===== config.mk =====
export PLATFORM = sky130hd
export DESIGN_NAME = stable_three_way_partition
export DESIGN_NICKNAME = d
export VERILOG_FILES = /design/src/rtl/s3wp_pkg.sv /design/src/rtl/stable_three_way_partition.sv /design/src/rtl/s3wp_ram.sv /design/src/rtl/s3wp_ctrl.sv /design/src/rtl/s3wp_dp.sv
export SDC_FILE = /design/constraint.sdc
export NUM_CORES = 2
export LEC_CHECK = 0
export ABC_CLOCK_PERIOD_IN_PS = 4000
export BUFFER_PORTS_ARGS = -buffer_cell sky130_fd_sc_hd__buf_2
export CAP_MARGIN = 5
export CORE_MARGIN = 8
export CORE_UTILIZATION = 35
export CTS_CLUSTER_SIZE = 16
export DETAILED_ROUTE_END_ITERATION = 7
export GPL_TIMING_DRIVEN = 0
export PLACE_DENSITY = 0.47
export SKIP_LAST_GASP = 1
export SYNTH_ARGS = -nofsm -noshare
export SYNTH_HDL_FRONTEND = slang
export SYNTH_SLANG_ARGS = --single-unit
export TNS_END_PERCENT = 5

===== constraint.sdc =====
create_clock -name clk -period 4 [get_ports clk]
set_input_delay 0.8 -clock clk [delete_from_list [all_inputs] [get_ports clk]]
set_output_delay 0.8 -clock clk [all_outputs]
set_load 0.03 [all_outputs]

===== src/rtl/s3wp_pkg.sv =====
// shared types and constants of the stable three-way partition block
package s3wp_pkg;

  localparam int unsigned MAX_ITEMS_DEF = 64;
  localparam int unsigned VALUE_W       = 32;
  localparam int unsigned GRP_W         = 2;

  // group codes, also the order of the scan passes
  typedef enum logic [GRP_W-1:0] {
    GRP_BELOW = 2'd0,
    GRP_EQUAL = 2'd1,
    GRP_ABOVE = 2'd2
  } grp_t;

  // controller to datapath
  typedef struct packed {
    logic load;   // word accepted this cycle
    logic scan;   // issue one store read
    logic flush;  // last read in flight, clear sequence state
  } cmd_t;

  // datapath to controller
  typedef struct packed {
    logic scan_last;  // final read of the final pass is issued now
  } status_t;

endpackage


===== src/rtl/stable_three_way_partition.sv =====
// top level of the stable three-way partition block
//
// Words are loaded one per clock while busy is low. A word with
// in_final_item set closes the sequence and starts a walk over the store:
// one pass per group (below, equal, above the pivot), one stored word read
// per cycle through the single read port of the store, while busy stays
// high. Results appear in partitioned, stable order, each for exactly one
// cycle under out_valid, after the store's read register and the result
// register; the receiver cannot stall them. Words beyond MAX_ITEMS are
// dropped and reported in out_overflowed. The pivot is to be written through
// the cfg port between sequences; the block itself does not enforce this.
module stable_three_way_partition #(
  parameter int unsigned MAX_ITEMS = s3wp_pkg::MAX_ITEMS_DEF
) (
  input  logic                                clk,
  input  logic                                rst_n,
  input  logic                                start,
  output logic                                busy,
  input  logic signed [s3wp_pkg::VALUE_W-1:0] in_value,
  input  logic                                in_final_item,
  input  logic                                cfg_valid,
  output logic                                cfg_ready,
  input  logic signed [s3wp_pkg::VALUE_W-1:0] cfg_data,
  output logic                                out_valid,
  output logic signed [s3wp_pkg::VALUE_W-1:0] out_value,
  output logic [s3wp_pkg::GRP_W-1:0]          out_group,
  output logic                                out_last_of_run,
  output logic                                out_overflowed
);

  s3wp_pkg::cmd_t    cmd;
  s3wp_pkg::status_t status;

  assign cfg_ready = 1'b1;

  s3wp_ctrl u_ctrl (
    .clk          (clk),
    .rst_n        (rst_n),
    .start        (start),
    .in_final_item(in_final_item),
    .status       (status),
    .cmd          (cmd),
    .busy         (busy)
  );

  s3wp_dp #(
    .MAX_ITEMS(MAX_ITEMS)
  ) u_dp (
    .clk            (clk),
    .rst_n          (rst_n),
    .cmd            (cmd),
    .status         (status),
    .in_value       (in_value),
    .cfg_valid      (cfg_valid),
    .cfg_data       (cfg_data),
    .out_valid      (out_valid),
    .out_value      (out_value),
    .out_group      (out_group),
    .out_last_of_run(out_last_of_run),
    .out_overflowed (out_overflowed)
  );

  // a closing word always starts the walk
  a_final_starts_walk: assert property (@(posedge clk) disable iff (!rst_n)
    (start && !busy && in_final_item) |=> busy)
    else $error("final word did not start the walk");

  // nothing follows the last word of a run
  a_last_is_last: assert property (@(posedge clk) disable iff (!rst_n)
    (out_valid && out_last_of_run) |=> !out_valid)
    else $error("result after end of run");

  // while more words of the run are due the block stays busy
  a_run_busy: assert property (@(posedge clk) disable iff (!rst_n)
    (out_valid && !out_last_of_run) |-> busy)
    else $error("run unfinished but block idle");

  a_group_code: assert property (@(posedge clk) disable iff (!rst_n)
    out_valid |-> (out_group == s3wp_pkg::GRP_BELOW || out_group == s3wp_pkg::GRP_EQUAL
                   || out_group == s3wp_pkg::GRP_ABOVE))
    else $error("bad group code");

endmodule


===== src/rtl/s3wp_ram.sv =====
// generic single write port ram with registered read
module s3wp_ram #(
  parameter int unsigned WIDTH = 32,
  parameter int unsigned DEPTH = 64
) (
  input  logic                     clk,
  input  logic                     we,
  input  logic [$clog2(DEPTH)-1:0] waddr,
  input  logic [WIDTH-1:0]         wdata,
  input  logic [$clog2(DEPTH)-1:0] raddr,
  output logic [WIDTH-1:0]         rdata
);

  logic [WIDTH-1:0] mem [DEPTH];
  logic [WIDTH-1:0] rdata_r;

  always_ff @(posedge clk) begin
    if (we) begin
      mem[waddr] <= wdata;
    end
    rdata_r <= mem[raddr];
  end

  assign rdata = rdata_r;

endmodule


===== src/rtl/s3wp_ctrl.sv =====
// sequencer for load, scan and flush phases
module s3wp_ctrl (
  input  logic              clk,
  input  logic              rst_n,
  input  logic              start,
  input  logic              in_final_item,
  input  s3wp_pkg::status_t status,
  output s3wp_pkg::cmd_t    cmd,
  output logic              busy
);

  typedef enum logic [2:0] {
    S_LOAD  = 3'b001,
    S_SCAN  = 3'b010,
    S_FLUSH = 3'b100
  } state_t;

  state_t state_r, state_nxt;

  always_comb begin
    state_nxt = state_r;
    unique case (state_r)
      S_LOAD: begin
        if (start && in_final_item) begin
          state_nxt = S_SCAN;
        end
      end
      S_SCAN: begin
        if (status.scan_last) begin
          state_nxt = S_FLUSH;
        end
      end
      S_FLUSH: begin
        state_nxt = S_LOAD;
      end
      default: begin
        state_nxt = S_LOAD;
      end
    endcase
  end

  always_ff @(posedge clk) begin
    if (!rst_n) begin
      state_r <= S_LOAD;
    end else begin
      state_r <= state_nxt;
    end
  end

  assign busy      = (state_r != S_LOAD);
  assign cmd.load  = (state_r == S_LOAD) && start;
  assign cmd.scan  = (state_r == S_SCAN);
  assign cmd.flush = (state_r == S_FLUSH);

endmodule


===== src/rtl/s3wp_dp.sv =====
// datapath: store, counters, pivot compare and result register
module s3wp_dp #(
  parameter int unsigned MAX_ITEMS = s3wp_pkg::MAX_ITEMS_DEF
) (
  input  logic                                clk,
  input  logic                                rst_n,
  input  s3wp_pkg::cmd_t                      cmd,
  output s3wp_pkg::status_t                   status,
  input  logic signed [s3wp_pkg::VALUE_W-1:0] in_value,
  input  logic                                cfg_valid,
  input  logic signed [s3wp_pkg::VALUE_W-1:0] cfg_data,
  output logic                                out_valid,
  output logic signed [s3wp_pkg::VALUE_W-1:0] out_value,
  output logic [s3wp_pkg::GRP_W-1:0]          out_group,
  output logic                                out_last_of_run,
  output logic                                out_overflowed
);

  localparam int unsigned ADDR_W = $clog2(MAX_ITEMS);
  localparam int unsigned CNT_W  = $clog2(MAX_ITEMS + 1);

  logic signed [s3wp_pkg::VALUE_W-1:0] pivot_r;
  logic [CNT_W-1:0]                    count_r, count_nxt;
  logic                                ovf_r, ovf_nxt;
  logic [ADDR_W-1:0]                   addr_r, addr_nxt;
  s3wp_pkg::grp_t                      pass_r, pass_nxt;
  logic                                rd_vld_r;
  s3wp_pkg::grp_t                      rd_grp_r;
  logic [CNT_W-1:0]                    emit_r, emit_nxt;
  logic signed [s3wp_pkg::VALUE_W-1:0] rd_data;
  s3wp_pkg::grp_t                      data_grp;
  logic                                store_we;
  logic                                addr_end;
  logic                                hit;

  logic                                out_valid_r;
  logic signed [s3wp_pkg::VALUE_W-1:0] out_value_r;
  s3wp_pkg::grp_t                      out_group_r;
  logic                                out_last_r;
  logic                                out_ovf_r;

  s3wp_ram #(
    .WIDTH(s3wp_pkg::VALUE_W),
    .DEPTH(MAX_ITEMS)
  ) u_store (
    .clk  (clk),
    .we   (store_we),
    .waddr(count_r[ADDR_W-1:0]),
    .wdata(in_value),
    .raddr(addr_r),
    .rdata(rd_data)
  );

  assign store_we = cmd.load && (count_r < CNT_W'(MAX_ITEMS));
  assign addr_end = (CNT_W'(addr_r) == count_r - CNT_W'(1));
  assign status.scan_last = cmd.scan && (pass_r == s3wp_pkg::GRP_ABOVE) && addr_end;

  // word counter and overflow, cleared once the last read is in flight
  always_comb begin
    count_nxt = count_r;
    ovf_nxt   = ovf_r;
    if (cmd.flush) begin
      count_nxt = '0;
      ovf_nxt   = 1'b0;
    end else if (store_we) begin
      count_nxt = count_r + CNT_W'(1);
    end else if (cmd.load) begin
      ovf_nxt = 1'b1;
    end
  end

  // scan walks the store once per group
  always_comb begin
    addr_nxt = addr_r;
    pass_nxt = pass_r;
    if (cmd.flush) begin
      addr_nxt = '0;
      pass_nxt = s3wp_pkg::GRP_BELOW;
    end else if (cmd.scan) begin
      if (addr_end) begin
        addr_nxt = '0;
        case (pass_r)
          s3wp_pkg::GRP_BELOW: pass_nxt = s3wp_pkg::GRP_EQUAL;
          s3wp_pkg::GRP_EQUAL: pass_nxt = s3wp_pkg::GRP_ABOVE;
          default:             pass_nxt = s3wp_pkg::GRP_BELOW;
        endcase
      end else begin
        addr_nxt = addr_r + ADDR_W'(1);
      end
    end
  end

  always_comb begin
    if (rd_data < pivot_r) begin
      data_grp = s3wp_pkg::GRP_BELOW;
    end else if (rd_data == pivot_r) begin
      data_grp = s3wp_pkg::GRP_EQUAL;
    end else begin
      data_grp = s3wp_pkg::GRP_ABOVE;
    end
  end

  assign hit = rd_vld_r && (data_grp == rd_grp_r);

  always_comb begin
    emit_nxt = emit_r;
    if (cmd.flush) begin
      emit_nxt = '0;
    end else if (hit) begin
      emit_nxt = emit_r + CNT_W'(1);
    end
  end

  always_ff @(posedge clk) begin
    if (!rst_n) begin
      pivot_r     <= '0;
      count_r     <= '0;
      ovf_r       <= 1'b0;
      addr_r      <= '0;
      pass_r      <= s3wp_pkg::GRP_BELOW;
      rd_vld_r    <= 1'b0;
      emit_r      <= '0;
      out_valid_r <= 1'b0;
    end else begin
      if (cfg_valid) begin
        pivot_r <= cfg_data;
      end
      count_r     <= count_nxt;
      ovf_r       <= ovf_nxt;
      addr_r      <= addr_nxt;
      pass_r      <= pass_nxt;
      rd_vld_r    <= cmd.scan;
      emit_r      <= emit_nxt;
      out_valid_r <= hit;
    end
  end

  // payload registers
  always_ff @(posedge clk) begin
    rd_grp_r <= pass_r;
    if (hit) begin
      out_value_r <= rd_data;
      out_group_r <= rd_grp_r;
      // every stored word lands in exactly one group
      out_last_r  <= (emit_r == count_r - CNT_W'(1));
      out_ovf_r   <= ovf_r;
    end
  end

  assign out_valid       = out_valid_r;
  assign out_value       = out_value_r;
  assign out_group       = out_group_r;
  assign out_last_of_run = out_last_r;
  assign out_overflowed  = out_ovf_r;

endmodule


* Yosys cells after proc, flatten, opt, wreduce, memory -nomap -nowiden
Memory sizes are Yosys's and may differ from the RTL's. A register that Yosys moved wholly into a read port is not among the register bits. Index checks and enable logic that the tools add are counted.
Cells by class: add/subtract/negate cells 4, magnitude comparators 2, eq/ne operators 12, mux-type cells 9, bitwise logic cells 2, reduce and logical (&&, ||, !) cells 11
Operators by type and width (number):
- $eq 32x32->1 | 1
- $lt 32x32->1 | 1
- $add 7x1->7 const B | 2
- $eq 6x7->1 | 1
- $eq 7x7->1 | 1
- $lt 7x7->1 const B | 1
- $sub 7x1->7 const B | 1
- $add 6x1->6 const B | 1
- $logic_and 1x1->1 | 6
- $mux 3 | 2
- $mux 6 | 1
- $pmux 3 s2 | 1
- $reduce_and 2->1 | 3
- $mux 2 | 2
- $pmux 2 s2 | 1
- $eq 3x1->1 const B | 1
- $eq 3x2->1 const B | 1
- $eq 3x3->1 const B | 1
- $ne 3x1->1 const B | 1
- $eq 2x1->1 const B | 1
- $eq 2x2->1 | 1
- $eq 2x2->1 const B | 1
- $logic_not 2->1 | 1
- $mux 1 | 2
- 4 further kinds | 5
Storage, ports and cells: bits in registers 98, RAM bits 2048, bits of input ports 69, output and inout port bits 39, word-level logic and storage cells 55, memories kept 1
Memories:
- u_dp.u_store.mem | words 64, width 32, read ports 1, clocked after Yosys merged registers in 1, wr ports 1, RTL line s3wp_ram.sv:14 | logic [WIDTH-1:0] mem [DEPTH];

* Depth between registers and ports, before layout
depth in word-level cells 5, depth in mapped cells 11, mapped depth without buffers 10

* Cells and area by module
From an unflattened synthesis, not the netlist that was laid out.
Second synthesis, totals: cells, all modules 3747, area total of the unflattened synthesis 83114.7 sq um
By module, submodules not included:
- s3wp_ram | times used 1, cells an instance 3324, area an instance 78515.3 sq um, seq. area each 62139.6 sq um
- s3wp_dp | times used 1, cells an instance 407, area an instance 4426.7 sq um, seq. area each 2262.2 sq um
- s3wp_ctrl | times used 1, cells an instance 14, area an instance 161.4 sq um, seq. area each 60.1 sq um
- stable_three_way_partition | times used 1, cells an instance 2, area an instance 11.3 sq um, seq. area each 0.0 sq um

* Worst setup path after synthesis
Ideal clock, no wire load.
kind input to register, start point input port start, end point memory u_dp.u_store.mem[63][0] (enable), setup time 421 ps, arrival 3135 ps, required time 3579 ps, path slack 444 ps, stages on the path 7, buffers on the path 2, cell sequence nand2_1 -> nor2_1 -> and2_1 -> clkbuf_1 -> nand3_1 -> clkbuf_1 -> nor2_1
On the way: longest elaborated chain between the ends 4
RTL lines:
- start, declared | RTL line stable_three_way_partition.sv:17 | input logic start,
- $logic_and 1x1->1 | RTL line s3wp_ctrl.sv:51 | assign cmd.load = (state_r == S_LOAD) && start;
- $logic_and 1x1->1 | RTL line s3wp_dp.sv:54 | assign store_we = cmd.load && (count_r < CNT_W'(MAX_ITEMS));
- $mux 1 | RTL line s3wp_ram.sv:18 | if (we) begin
- $mux 1 (not written as such) | RTL line s3wp_ram.sv:19 | mem[waddr] <= wdata;
- end, declared | RTL line s3wp_ram.sv:14
Every way passes these cells.

* Worst setup path in the final report
start point register u_dp.pivot_r[1] (netlist bit), end point register u_dp.out_value_r (netlist bit u_dp.out_value[7]) (enable)
On the way: longest elaborated chain between the ends 5, elaborated cells on any way between the ends 6, those cells by class order compare (1); eq/ne (2); mux (2); reduce/logical (1)
RTL lines:
- start, declared | RTL line s3wp_dp.sv:22 | logic signed [s3wp_pkg::VALUE_W-1:0] pivot_r;
- start signal, assigned | RTL line s3wp_dp.sv:126 | pivot_r <= cfg_data;
- branches (longest 2 deep; another with $lt 32x32->1)
- $mux 2 (*) | RTL line s3wp_dp.sv:94 | if (rd_data < pivot_r) begin
- $eq 2x2->1 (*) | RTL line s3wp_dp.sv:103 | assign hit = rd_vld_r && (data_grp == rd_grp_r);
- $logic_and 1x1->1 (*) | RTL line s3wp_dp.sv:103
- named net u_dp.hit | RTL line s3wp_dp.sv:34 | logic hit;
- end signal, assigned | RTL line s3wp_dp.sv:142 | out_value_r <= rd_data;
- end, declared | RTL line s3wp_dp.sv:37 | logic signed [s3wp_pkg::VALUE_W-1:0] out_value_r;
Mark *: on every way through the listed nets, which the timed path passes. A chain may end at the register's enable or synchronous reset.

==> impl_metrics.py <==
metrics = {
    "routing": {
        "first_pass_iters": 5,
        "vias_per_cell": 5.29,
        "wirelength_mm": 242,
        "antenna_left": 0,
        "vias": 38300,
        "drc": 0,
        "drt-initial-drc-count": 4386,
        "wl_per_cell_um": 33.4,
    },
    "cts": {
        "clk_path_buf_depth": 3,
        "cts.sinks": 2178,
        "numCtsBuffers": 227,
        "cts_tree": "yes",
        "root_buffer": "clkbuf_16",
        "clock_latency_ns": 0.87,
        "cts.htree.levels": 4,
        "hold_buffers": 0,
        "cts.clk_slew.worst_paths_ns": 0.06,
    },
    "place": {
        "io_buffers": 105,
        "gp_congestion": 0.794,
        "placed_area_um2": 89800,
        "place_hpwl_mm": 163,
    },
    "floorplanning": {
        "initial_core_util": 0.352,
        "die_y_um": 503,
        "num_rows": 178,
        "ios": 108,
        "coreArea_um2": 235000,
        "die_area_um2": 253000,
        "die_x_um": 503,
    },
    "critical_path": {
        "crit_path_start": "u_dp.pivot_r[1]",
        "crit_top_cell": "o211ai_1",
        "worstPathRequired_ns": 4.56,
        "crit_path_end_kind": "register",
        "cp_cell_sequence": "inv_1 > ha_1 > nor2b_1 > o211ai_1 > a2111oi_0 > o41ai_1 > o211ai_1 > nand2_2 > buf_12",
        "arrival_ns": 4.60,
        "crit_slowest_cell": "o211ai_1",
        "critPathMaxStageDelay_ns": 0.76,
        "rr_startpoint": "u_dp.pivot_r[1]",
        "crit_fanout": 28,
        "worst-path-buf-inv": 2,
        "critPathTopFamily": "compound AO/OA/AOI/OAI gates",
        "critPathKind": "reg2reg",
        "startpoint_type": "register",
    },
    "synthesis": {
        "ys.flop_type": "edfxtp_1",
        "yosysTopAreaCell": "edfxtp_1",
        "syn-cell-area_um2": 83000,
        "yosysWarnings": 0,
        "synth_top_area_share": 0.754,
        "synth-edff-count": 2084,
        "synthTopCellsByArea": "edfxtp_1 75%, mux4_2 18%, dfxtp_1 2.3%",
        "synthCells": 3429,
        "synthTopCellsByCount": "2084 x edfxtp_1, 672 x mux4_2, 98 x nor2_1",
        "synth.distinct_cells": 49,
        "async_reset_ff_frac": 0,
        "ys_ff_latch": 2178,
        "avgSynthCellArea_um2": 24.2,
        "yosysMostFrequentCell": "edfxtp_1",
        "yosysSeqAreaShare": 0.777,
        "syn-num-nets": 3534,
    },
    "pwr": {
        "total_leakage_power_nw": 29.3,
        "total_power_mw": 47.0,
        "powerDensity_nw_per_um2": 482,
        "irDropWorstVdd_v": 0.000463,
    },
    "finish": {
        "drive_gt1_frac": 0.327,
        "design_area_um2": 97500,
        "final_core_util": 0.414,
        "nets": 3981,
        "area_delta_synth_final_pct": 17.5,
    },
    "worst_hold_path": {
        "min_from": "cfg_data[25]",
        "min_path_type": "in2reg",
    },
    "timing": {
        "maxSlewViolCount": 0,
        "hold_slack_ns": 0.199,
        "setup_tns_ns": -0.926,
        "period_share": 1.01,
        "timing.fmax_ghz": 0.248,
        "relSlewSlack": 0.108,
        "hold_viol_final": 0,
        "rsz0062_at_grt": "true",
        "finalSetupViolCount": 31,
        "finClkSkew_ns": 0.0571,
        "worstMarginPinSlew_ns": 1.34,
        "fin_ws_ns": -0.0392,
        "period_needed_ns": 4.04,
    },
    "outcome": {
        "status": "finished with violations",
        "violations": "setup timing",
    },
    "global_route": {
        "grt-ovfl-total": 0,
        "grt_pass1_vias": 39200,
        "grt_pass1_wl_mm": 330,
        "grt.total_usage": 0.189,
        "grt_max_degree": 65,
        "antenna_found_initial": 42,
    },
    "run": {
        "drv_cap": 0,
    },
}
==> power breakdown <==
group	switching, mW	total (mW)	internal [mW]	leakage [nW]
logic	0.893	1.29	0.393	6.30
registers	0.0712	25.2	25.1	19.5
clock network	8.96	20.5	11.6	3.50
==> placed cells by master (no fill, tap or decap), types with 4 or more instances in the layout <==
cell / netlist / layout
a211oi_1: 6 / 6
a21o_1: 6 / 6
a21oi_1: 20 / 20
a31oi_1: 4 / 4
and2_1: 7 / 7
and4_1: 4 / 4
buf_1: 37 / 27
buf_12: 0 / 81
buf_16: 0 / 16
buf_2: 35 / 125
buf_4: 7 / 37
buf_6: 5 / 5
bufinv_16: 0 / 17
clkbuf_1: 91 / 138
clkbuf_16: 0 / 227
clkbuf_2: 0 / 9
clkdlybuf4s15_2: 0 / 7
clkinv_1: 0 / 64
clkinv_16: 0 / 4
clkinv_2: 0 / 37
clkinvlp_4: 0 / 5
dfxtp_1: 94 / 94
diode_2: 0 / 9
edfxtp_1: 2084 / 2084
ha_1: 36 / 36
inv_1: 40 / 40
inv_16: 0 / 7
mux2i_1: 34 / 34
mux4_2: 672 / 672
nand2_1: 22 / 21
nand3_1: 12 / 12
nand4_1: 9 / 9
nor2_1: 98 / 34
nor2_4: 0 / 64
nor2b_1: 34 / 34
nor3_1: 4 / 4
or3_1: 4 / 4
xnor2_1: 15 / 15
xor2_1: 14 / 14
==> timing repair <==
action / CTS / global route
pin swaps: 2 / 8
endpoints found under the setup margin: 742 / 1572
setup buffers: 3 / 19
gates resized for setup: 24 / 1
==> through the flow <==
| stage | instances | setup WS (ns) |
|---|---|---|
| floorplan | 3429 | 0.444 |
| global placement | 6684 | -2.47 |
| detailed placement | 6771 | -0.683 |
| CTS | 7197 | -0.244 |
| global route | 7223 | -0.275 |
| finish | 7229 | -0.0392 |
==> per-layer routing <==
metal / GRT usage / wire [um] / part of all wire
met3: 0.0335 / 15000 / 0.062
met4: 0.0469 / 5790 / 0.024
met2: 0.299 / 113000 / 0.47
met1: 0.273 / 107000 / 0.44
met5: 0 / 39 / 0.00016
==> sequential cells by signal, indices dropped and copies added, names as in the netlist <==
register,count
u_ctrl.state_r,3
u_dp.addr_r,6
u_dp.count_r,7
u_dp.emit_r,7
u_dp.out_group,2
u_dp.out_last_of_run,1
u_dp.out_overflowed,1
u_dp.out_valid,1
u_dp.out_value,32
u_dp.ovf_r,1
u_dp.pass_r,2
u_dp.pivot_r,32
u_dp.rd_grp_r,2
u_dp.rd_vld_r,1
u_dp.u_store.mem,2048
u_dp.u_store.rdata,32
==> cell families (layout without fill, tap and decap cells) <==
| logic type | after synthesis | in the layout | share of synthesized area |
|---|---|---|---|
| flops | 2178 | 2178 | 0.777 |
| mux | 707 | 707 | 0.187 |
| buf+inv | 215 | 856 | 0.0110 |
| simple gates | 209 | 209 | 0.0122 |
| compound gates | 54 | 54 | 0.00448 |
| fa+ha+maj | 36 | 36 | 0.00543 |
| xor+xnor | 29 | 29 | 0.00306 |
| other cells | 1 | 10 | 0.0000452 |
==> worst reg2reg max path, delay by kind of cell (launching register included) <==
family                   cells  cell delay, ns
AO/OA/AOI/OAI                4            2.06
AND/OR/NAND/NOR              2            0.73
flip-flops                   1            0.33
buffers and inverters        2            0.33
adder cells (fa/ha/maj)      1            0.27
==> final timing paths <==
check	endpoint	slack (ns)	depth (start not counted)
setup reg to reg	u_dp.out_value[7]	-0.04	9
hold / removal	u_dp.pivot_r[25]	0.20	3
hold reg to reg	u_dp.rd_grp_r[0]	0.41	0
setup / recovery	u_dp.out_value[7]	-0.04	9
==> layout make-up <==
type | count | area (um2)
buffer | 175 | 837
antenna | 9 | 22.5
tap | 3150 | 3940
sequential | 2178 | 64500
inverter | 40 | 150
fill | 20400 | 138000
timing repair buffer | 218 | 2770
clock buffer | 284 | 5900
multi-input combinational | 1036 | 18100
clock inverter | 139 | 1290
Note: power is estimated with default switching activity, not from simulation.
